==> src/rtl/pce_pkg.sv <==
// Package with types, constants and register codes of the field evaluator.
`timescale 1ns / 1ps
package pce_pkg;

  localparam int CHARGE_MAX     = 2;
  localparam int CHARGE_COUNT_D = 2;
  localparam int QUEUE_DEPTH    = 4;

  localparam logic [15:0] RST_A_X    = 16'd32768;
  localparam logic [15:0] RST_A_Y    = 16'd26214;
  localparam logic [15:0] RST_A_Q    = 16'd768;
  localparam logic [15:0] RST_B_X    = 16'd32768;
  localparam logic [15:0] RST_B_Y    = 16'd39322;
  localparam logic [15:0] RST_B_Q    = 16'hF600;
  localparam logic [15:0] RST_RADIUS = 16'd655;

  // Largest magnitude a single charge term may contribute.
  localparam logic [40:0] TERM_CAP = 41'h100_0000_0000;

  typedef enum logic [2:0] {
    REG_A_X    = 3'd0,
    REG_A_Y    = 3'd1,
    REG_A_Q    = 3'd2,
    REG_B_X    = 3'd3,
    REG_B_Y    = 3'd4,
    REG_B_Q    = 3'd5,
    REG_RADIUS = 3'd6
  } cfg_reg_t;

  // Classified offset of the probe from one charge.
  typedef struct packed {
    logic [15:0] ad_x;
    logic [15:0] ad_y;
    logic        neg_x;
    logic        neg_y;
    logic        skip;
    logic [15:0] aq;
    logic [32:0] d2;
  } chg_t;

endpackage

==> src/rtl/pce_queue.sv <==
// Short queue between the front end and the arithmetic back end.
`timescale 1ns / 1ps
module pce_queue
  import pce_pkg::*;
#(
  parameter int W     = 8,
  parameter int DEPTH = QUEUE_DEPTH
) (
  input  logic         clk,
  input  logic         rst_n,
  input  logic         push,
  input  logic [W-1:0] wdata,
  output logic         full,
  input  logic         pop,
  output logic [W-1:0] rdata,
  output logic         empty
);

  localparam int AW = (DEPTH > 1) ? $clog2(DEPTH) : 1;
  localparam int CW = $clog2(DEPTH + 1);

  logic [W-1:0]  mem [DEPTH];
  logic [AW-1:0] wr_r, wr_nxt;
  logic [AW-1:0] rd_r, rd_nxt;
  logic [CW-1:0] cnt_r, cnt_nxt;
  logic          do_push, do_pop;

  assign full    = (cnt_r == CW'(DEPTH));
  assign empty   = (cnt_r == '0);
  assign do_push = push && !full;
  assign do_pop  = pop && !empty;
  assign rdata   = mem[rd_r];

  always_comb begin
    wr_nxt  = (wr_r == AW'(DEPTH - 1)) ? '0 : wr_r + 1'b1;
    rd_nxt  = (rd_r == AW'(DEPTH - 1)) ? '0 : rd_r + 1'b1;
    cnt_nxt = cnt_r + CW'(do_push) - CW'(do_pop);
  end

  always_ff @(posedge clk) begin
    if (do_push) begin
      mem[wr_r] <= wdata;
    end
  end

  always_ff @(posedge clk) begin
    if (!rst_n) begin
      wr_r  <= '0;
      rd_r  <= '0;
      cnt_r <= '0;
    end else begin
      if (do_push) begin
        wr_r <= wr_nxt;
      end
      if (do_pop) begin
        rd_r <= rd_nxt;
      end
      cnt_r <= cnt_nxt;
    end
  end

endmodule

==> config.mk <==
export PLATFORM = sky130hd
export DESIGN_NAME = pce_queue
export DESIGN_NICKNAME = d
export VERILOG_FILES = /design/src/rtl/pce_pkg.sv /design/src/rtl/pce_queue.sv
export SDC_FILE = /design/constraint.sdc
export NUM_CORES = 1
export LEC_CHECK = 0
export BUFFER_PORTS_ARGS = -buffer_cell sky130_fd_sc_hd__buf_2
export CAP_MARGIN = 20
export CORE_ASPECT_RATIO = 0.75
export CORE_MARGIN = 1
export CORE_UTILIZATION = 52
export DETAILED_ROUTE_END_ITERATION = 7
export PLACE_DENSITY = 0.72
export SKIP_CTS_REPAIR_TIMING = 1
export SLEW_MARGIN = 5
export SYNTH_ARGS = -nofsm -noshare
export SYNTH_HDL_FRONTEND = slang
export SYNTH_SLANG_ARGS = --single-unit
==> constraint.sdc <==
create_clock -name clk -period 2.7 [get_ports clk]
set_input_delay 0 -clock clk [delete_from_list [all_inputs] [get_ports clk]]
set_output_delay 0 -clock clk [all_outputs]
set_load 0.02 [all_outputs]
==> metrics.md <==
| Metric | Value |
|---|---|
| Dpl cell area | 1788 µm² |
| Pre-CTS setup slack | 0.3954 ns |
| Run status | completed |
| Initial Utilization | 55.71% |
| Floorplan row count | 17 |
| Fin Setup TNS | 0 ns |
| Mapped Area | 1659 µm² |
| Worst Skew | 0.005830 ns |
| Final HPWL from detailed placement | 1.773 mm |
| Largest net degree at the start of global routing | 14 |
| Unrepaired setup endpoints after global routing | no |
| Setup ws final | 0.3654 ns |
| P&R area growth vs syn | 20.66% |
| Clk slew on worst S/H paths | 0.08 ns |
| Final min period | 2.335 ns |
| Die Span Y | 50.92 µm |
| Total track usage | 19.20% |
| Vias/cell | 5.181 |
| Initial antenna violation count | 0 |
| Tot Pwr | 1.886 mW |
| CP Cell Sequence | nor3b_4 -> nor2b_2 -> inv_1 -> ha_1 -> inv_1 -> ha_1 -> fa_1 -> xnor2_1 -> xnor2_1 -> and2_1 |
| Layout cells sized above 1 | 33.59% |
| Die area | 3423 µm² |
| Yosys warning count | 0 |
| Finished layout cell area | 2002 µm² |
| Grt total ovfl | 0 |
| Final Hold Slack | 0.03857 ns |
| Cts bufs inserted | 5 |
| Synth unique cells | 21 |
| CP max stage delay | 0.38 ns |
| Inserted Diodes | 0 |
| Peak Freq | 428.3 MHz |
| First-pass GRT wire length | 4.167 mm |
| Drt total wl | 2.691 mm |
| Vias in the first global route | 888 |
| PortBufs | 21 |
| Vias post-DR | 860 |
| Relative slew slack | 62.92% |
| CTS sink count | 41 |
| Commonest cells after routing, fill and taps aside | edfxtp_1 (32), buf_2 (21), dfxtp_1 (9), mux4_2 (8), dlygate4sd3_1 (8) |
| Critical path's slowest cell | fa_1 |
| Final hold vios | 0 |
| Syn Nets | 115 |
| Root Buffer | clkbuf_8 |
| PD cells | 942.0 nW/µm² |
| Most common cell after layout, fill and taps aside | edfxtp_1 |
| Core box area | 2978 µm² |
| Die width | 67.23 µm |
| Pleak | 0.7519 nW |
| Tightest Pin Transition | 0.5555 ns |
| Worst r2r path cells | 10 |
| CP Max Fanout | 7 |
| Tightest Hold Check Type | in -> reg |
| GP Congestion | 0.7396 |
| Initial DRC Count | 79 |
| Final Max Tran Viols | 0 |
| Synth Instances | 95 |
| Critical path startpoint category | register |
| CTS tree | yes |
| Part of the Yosys area used for sequential elements | 68.78% |
| #FFs+latches synth | 41 |
| Fin crit share | 86.47% |
| Worst EP arrival | 2.53 ns |
| Worst Hold Depth | 3 |
| Max cap viols | 0 |
| Synth Area per Inst | 17.46 µm² |
| IO Count | 22 |
| Setup crit end kind | register |
| H-tree levels | 2 |
| Max IR drop VDD | 418.1 µV |
| DRC Markers | 0 |
| Initial DRT Pass Iterations | 4 |
| Crit Path Class | reg -> reg |
| Final nets | 147 |
| WL/cell | 16.21 µm |
| CP required | 2.90 ns |
| Final Setup Violations | 0 |
| Antenna-violating nets left | 0 |
| Clk Latency, worst-skew pair | 0.29 ns |
| Longest Clk Path Bufs | 2 |
## synth_stat cells (all sizes together)
cell type	count	area share (%)
nand2	6	1.4
ha	7	5.3
nor2	2	0.45
nand3	2	0.60
nor3	1	0.30
edfxtp	32	58
nor2b	1	0.53
and2	7	2.9
nor3b	1	1.1
dfxtp	9	11
o21ai	2	0.60
clkbuf	2	0.45
mux2i	2	1.2
xnor2	2	1.1
fa	1	1.2
mux4	8	11
buf	2	0.98
inv	7	1.6
o31ai	1	0.75
## power breakdown
part | switching (mW) | internal [mW] | total [mW]
Clock | 0.204 | 0.367 | 0.571
Sequential | 0.0851 | 0.775 | 0.860
Combinational | 0.235 | 0.220 | 0.455
## critical path, delay by kind of cell (launching register included)
family                     cells  cell delay, ns
adders and majority gates      3            0.84
buffers and inverters          2            0.12
and+or+nand+nor                3            0.63
DFF                            1            0.37
xor gates and xnor gates       2            0.28
## worst paths after layout
| path | start | end | slack [ns] |
|---|---|---|---|
| max | cnt_r[2]$_SDFF_PN0_ | cnt_r[2]$_SDFF_PN0_ | 0.37 |
| min | rst_n | wr_r[0]$_SDFFE_PN0P_ | 0.04 |
| max reg2reg | cnt_r[2]$_SDFF_PN0_ | cnt_r[2]$_SDFF_PN0_ | 0.37 |
| min reg2reg | wr_r[1]$_SDFFE_PN0P_ | wr_r[1]$_SDFFE_PN0P_ | 0.51 |
## cell families after synthesis
logic type	share of synthesized area, %
AND/OR/NAND/NOR	7.240
multiplexers	12.07
buffers and inverters	3.017
AO/OA/AOI/OAI	1.357
flip-flops	68.78
XOR/XNOR	1.056
adder cells (fa/ha/maj)	6.485
## routing by layer
layer	GRT usage, %	routed length, µm	up-vias
met5	0	0	-
met1	21.33	1139	428
met2	30.50	1373	16
met4	10.64	59	0
met3	8.705	117	5
li1	-	-	411
## per-stage QoR
| stage | util, % | cells |
|---|---|---|
| 2_1_floorplan | - | 95 |
| 3_3_place_gp | 60.04 | 150 |
| 3_5_place_dp | 60.04 | 150 |
| 4_1_cts | 64.54 | 158 |
| 5_1_grt | 67.23 | 166 |
| 6_report | 67.23 | 166 |
## registers in the layout, indices dropped and copies added, names as in the netlist, named ones only
| name | cells |
|---|---|
| cnt_r | 3 |
| mem | 32 |
| rd_r | 2 |
| wr_r | 2 |
## layout make-up
type	count	area (µm²)
clock buffer	5	68.82
fill	211	975.9
inverter	7	26.28
sequential	41	1141
multi-input combinational	43	467.9
timing repair buffer	29	185.2
tap	38	47.55
clock inverter	3	65.06
(Power assumes the default switching activity.)
