--- src/rtl/pce_pkg.sv ---
// Package with types, constants and register codes of the field evaluator.
`timescale 1ns / 1ps
package pce_pkg;

  localparam int CHARGE_MAX     = 2;
  localparam int CHARGE_COUNT_D = 2;
  localparam int QUEUE_DEPTH    = 4;

  localparam logic [15:0] RST_A_X    = 16'd32768;
  localparam logic [15:0] RST_A_Y    = 16'd26214;
  localparam logic [15:0] RST_A_Q    = 16'd768;
  localparam logic [15:0] RST_B_X    = 16'd32768;
  localparam logic [15:0] RST_B_Y    = 16'd39322;
  localparam logic [15:0] RST_B_Q    = 16'hF600;
  localparam logic [15:0] RST_RADIUS = 16'd655;

  // Largest magnitude a single charge term may contribute.
  localparam logic [40:0] TERM_CAP = 41'h100_0000_0000;

  typedef enum logic [2:0] {
    REG_A_X    = 3'd0,
    REG_A_Y    = 3'd1,
    REG_A_Q    = 3'd2,
    REG_B_X    = 3'd3,
    REG_B_Y    = 3'd4,
    REG_B_Q    = 3'd5,
    REG_RADIUS = 3'd6
  } cfg_reg_t;

  // Classified offset of the probe from one charge.
  typedef struct packed {
    logic [15:0] ad_x;
    logic [15:0] ad_y;
    logic        neg_x;
    logic        neg_y;
    logic        skip;
    logic [15:0] aq;
    logic [32:0] d2;
  } chg_t;

endpackage

--- src/rtl/pce_front.sv ---
// Front end: forms per-charge offsets, squared distance and the skip decision.
`timescale 1ns / 1ps
module pce_front
  import pce_pkg::*;
#(
  parameter int CHARGE_COUNT = CHARGE_COUNT_D
) (
  input  logic [15:0]                      probe_x,
  input  logic [15:0]                      probe_y,
  input  logic [CHARGE_MAX-1:0][15:0]      cx,
  input  logic [CHARGE_MAX-1:0][15:0]      cy,
  input  logic [CHARGE_MAX-1:0][15:0]      cq,
  input  logic [15:0]                      radius,
  output chg_t [CHARGE_COUNT-1:0]          item
);

  logic [31:0] r2;

  assign r2 = radius * radius;

  always_comb begin
    logic signed [16:0] dx;
    logic signed [16:0] dy;
    logic [31:0]        sqx;
    logic [31:0]        sqy;
    for (int k = 0; k < CHARGE_COUNT; k++) begin
      dx = $signed({1'b0, probe_x}) - $signed({1'b0, cx[k]});
      dy = $signed({1'b0, probe_y}) - $signed({1'b0, cy[k]});
      item[k].ad_x  = dx[16] ? 16'(-dx) : dx[15:0];
      item[k].ad_y  = dy[16] ? 16'(-dy) : dy[15:0];
      item[k].neg_x = dx[16] ^ cq[k][15];
      item[k].neg_y = dy[16] ^ cq[k][15];
      item[k].aq    = cq[k][15] ? 16'(-cq[k]) : cq[k];
      sqx = item[k].ad_x * item[k].ad_x;
      sqy = item[k].ad_y * item[k].ad_y;
      item[k].d2    = {1'b0, sqx} + {1'b0, sqy};
      item[k].skip  = (item[k].d2 == 33'd0) || (item[k].d2 < {1'b0, r2});
    end
  end

endmodule

--- config.mk ---
export PLATFORM = sky130hd
export DESIGN_NAME = pce_front
export DESIGN_NICKNAME = d
export VERILOG_FILES = /design/src/rtl/pce_pkg.sv /design/src/rtl/pce_front.sv
export SDC_FILE = /design/constraint.sdc
export NUM_CORES = 2
export LEC_CHECK = 0
export ABC_CLOCK_PERIOD_IN_PS = 13790
export BUFFER_PORTS_ARGS = -buffer_cell sky130_fd_sc_hd__buf_2
export CAP_MARGIN = 25
export CORE_MARGIN = 10
export CORE_UTILIZATION = 45
export DETAILED_ROUTE_END_ITERATION = 7
export REMOVE_ABC_BUFFERS = 1
export SKIP_LAST_GASP = 1
export SLEW_MARGIN = 10
export SYNTH_ARGS = -nofsm -noshare
export SYNTH_HDL_FRONTEND = slang
export SYNTH_SLANG_ARGS = --single-unit
--- constraint.sdc ---
create_clock -name vclk -period 13.79
set_input_delay 0 -clock vclk [all_inputs]
set_output_delay 0 -clock vclk [all_outputs]
set_load 0.02 [all_outputs]
==> metrics.txt <==
# TYPE chip_impl_metric gauge
chip_impl_info{name="setup.worst_path.class",value="in2out"} 1
chip_impl_metric{name="worstPathArrival",unit="ns"} 12.90
chip_impl_metric{name="syn-instance-count",unit=""} 5126
chip_impl_metric{name="routed_via_density",unit=""} 5.211
chip_impl_metric{name="share_of_post_route_cells_with_drive_strength_above_1",unit="%"} 9.118
chip_impl_metric{name="vias_in_the_first_global_route",unit=""} 37500
chip_impl_metric{name="final_hold_viol_count",unit=""} 0
chip_impl_metric{name="crit_required",unit="ns"} 13.79
chip_impl_info{name="run_status",value="finished, final reports clean"} 1
chip_impl_metric{name="detailroute.via_count",unit=""} 34780
chip_impl_metric{name="period_needed",unit="ns"} 12.90
chip_impl_info{name="holdPathEnd",value="item[117]"} 1
chip_impl_metric{name="critical_path.max_stage_delay",unit="ns"} 0.66
chip_impl_metric{name="synth.cell_area",unit="sq um"} 43930
chip_impl_metric{name="design.final.nets",unit=""} 7094
chip_impl_metric{name="drc",unit=""} 0
chip_impl_metric{name="ctsHoldBuffers",unit=""} 0
chip_impl_metric{name="timing.max_slew.rel_slack",unit="%"} 32.80
chip_impl_metric{name="drt_iter0_drc",unit=""} 1920
chip_impl_info{name="grt_setup_unrepaired",value="no"} 1
chip_impl_metric{name="layout.filler_cells",unit=""} 9512
chip_impl_metric{name="rows",unit=""} 114
chip_impl_metric{name="ant_nets",unit=""} 0
chip_impl_metric{name="grt_pass1_wl",unit="um"} 211200
chip_impl_metric{name="drv_slew",unit=""} 0
chip_impl_metric{name="layout.area.seq",unit="sq um"} 0
chip_impl_metric{name="maxClockFrequency",unit="MHz"} 77.51
chip_impl_info{name="synthTopCellsByArea",value="fa_1 43%, ha_1 17%, inv_1 12%"} 1
chip_impl_metric{name="buffer_ports.inserted",unit=""} 312
chip_impl_metric{name="finalSetupViolations",unit=""} 0
chip_impl_metric{name="cts-resized-gates",unit=""} 0
chip_impl_metric{name="detailed_place_hpwl",unit="um"} 120600
chip_impl_info{name="path_common_cell",value="fa_1"} 1
chip_impl_metric{name="synth.lib_cells_used.distinct",unit=""} 99
chip_impl_metric{name="yosys_warnings",unit=""} 0
chip_impl_metric{name="num-clock-buffers",unit=""} 0
chip_impl_metric{name="grt_max_degree",unit=""} 24
chip_impl_metric{name="maxCapViolations",unit=""} 0
chip_impl_metric{name="multi_input_logic_area",unit="sq um"} 38130
chip_impl_metric{name="worst_pin_slew",unit="ns"} 1.001
chip_impl_metric{name="die-width",unit="um"} 332.5
chip_impl_metric{name="grt_use_total",unit="%"} 24.19
chip_impl_info{name="startpoint_type",value="input port"} 1
chip_impl_metric{name="sequential_area_share_after_synthesis",unit="%"} 0
chip_impl_metric{name="place_congestion",unit=""} 0.9719
chip_impl_metric{name="placeableCoreArea",unit="sq um"} 96710
chip_impl_info{name="netlist.top_cell.by_area",value="fa_1"} 1
chip_impl_metric{name="overflow",unit=""} 0
chip_impl_metric{name="area_added_between_synthesis_and_finish",unit="%"} 7.539
chip_impl_metric{name="post_cts.repair.setup_buffers",unit=""} 0
chip_impl_metric{name="floorplan.initialDensity",unit="%"} 45.43
chip_impl_info{name="worst_hold_startpoint",value="cq[16]"} 1
chip_impl_info{name="hold_class",value="in2out"} 1
chip_impl_metric{name="final_min_period_over_clock_period",unit="%"} 93.56
chip_impl_metric{name="die_height",unit="um"} 332.5
chip_impl_metric{name="drt_wirelength",unit="um"} 133900
chip_impl_metric{name="setup_tns",unit="ns"} 0
chip_impl_metric{name="crit_fanout",unit=""} 12
chip_impl_metric{name="first_pass_iters",unit=""} 5
chip_impl_metric{name="hold_path_depth",unit=""} 2
chip_impl_metric{name="die_area",unit="sq um"} 110500
chip_impl_metric{name="layout.sequential_cells",unit=""} 0
chip_impl_info{name="worst_path_max_delay_cell",value="xnor2_1"} 1
chip_impl_metric{name="antenna_found_initial",unit=""} 3
chip_impl_info{name="cp-end-kind",value="output pin"} 1
chip_impl_metric{name="share_of_yosys_cell_area_claimed_by_the_top_area_cell_type",unit="%"} 42.97
chip_impl_metric{name="boundary_pins",unit=""} 312
chip_impl_metric{name="post_drt_wl_per_cell",unit="um"} 20.06
chip_impl_metric{name="syn-mean-instance-area",unit="sq um"} 8.570
## worst max-delay path: cells and delay by family
| kind | cells | cell delay, ns |
|---|---|---|
| XOR/XNOR | 2 | 0.99 |
| AND/OR/NAND/NOR | 10 | 2.94 |
| adder cells (fa/ha/maj) | 12 | 5.40 |
| AO/OA/AOI/OAI | 12 | 2.42 |
| buffers and inverters | 9 | 1.12 |
## synthesized netlist by cell type (8+ instances only)
master     instances
nor2_1           468
nor2b_1           27
a21boi_0           8
or3_1             23
a21oi_1          130
nor4_1            18
and3_1            17
a31o_2            16
a31oi_1           20
clkbuf_1          99
o21ai_1            8
or2_2             31
and2_1            82
o211ai_1          17
o21ai_0           86
o31ai_1           16
fa_1             943
or4_1             13
xnor2_1          126
nor3_1            57
nand2b_1          31
a21o_1            77
xor2_1            86
buf_2              9
clkinv_1          18
o21bai_1          18
o2111ai_1          8
nand4_1           20
nor3b_1           16
o21a_1            30
inv_2              9
inv_1           1413
nand3_1           59
nand2_1          357
ha_1             609
a211oi_1          15
## cell type report
| class | instances | share of cell area, % |
|---|---|---|
| diodes | 1 | 0.005297 |
| inverters | 1440 | 11.44 |
| multi-input cells | 3571 | 80.71 |
| well taps | 1276 | 3.379 |
| repair buffers | 385 | 4.465 |
## worst max path at each step
stage,startpoint,endpoint,slack (ns),depth (start not counted)
floorplan,probe_x[0],item[133],1.93,46
detailed placement,probe_x[0],item[133],1.00,45
CTS,probe_x[0],item[133],0.91,45
global route,probe_x[0],item[133],0.22,47
global placement,probe_x[0],item[133],1.0,43
finish,probe_x[0],item[133],0.89,45
## per-stage QoR
step	setup WS (ns)	hold WS (ns)	utilization, %	instance area (sq um)	std cells
2_1_floorplan	1.933	0	-	43470	5011
3_3_place_gp	0.9974	0.2800	48.85	47240	6672
3_5_place_dp	1.005	0.2781	48.85	47240	6672
4_1_cts	0.9148	0.2786	48.85	47240	6672
5_1_grt	0.2168	0.2865	48.85	47240	6673
6_report	0.8884	0.2793	48.85	47240	6673
## cells by family (layout without fill, tap and decap cells)
group / count (synthesis) / in the layout / synth area share (%)
buf+inv: 1555 / 1825 / 13.35
compound gates: 534 / 534 / 8.399
fa+ha+maj: 1552 / 1552 / 60.32
xor+xnor: 219 / 219 / 4.503
mux: 9 / 9 / 0.2165
simple gates: 1257 / 1257 / 13.22
other cells: 0 / 1 / 0
## per-layer routing
layer / vias up / wire length (um) / track usage (%)
li1: 16170 / - / -
met1: 17230 / 54000 / 30.41
met2: 1188 / 62820 / 40.45
met3: 186 / 13050 / 7.113
met4: 2 / 3984 / 5.901
met5: - / 13 / 0
## layout by cell type, fill, tap and decap left out, drive strengths merged, types with 24 or more instances in the layout
cell	count
fa	943
xor2	86
a21o	77
nor3	58
ha	609
nand2b	31
or2	31
o21a	31
or3	24
nand3	60
and2	83
nor2	469
o21ai	95
nand2	357
inv	1422
a21oi	130
buf	385
xnor2	132
nor2b	27
Power is left out: the tool's default activity adds up to more than one toggle a clock period on the data nets, which glitch-free logic cannot reach.
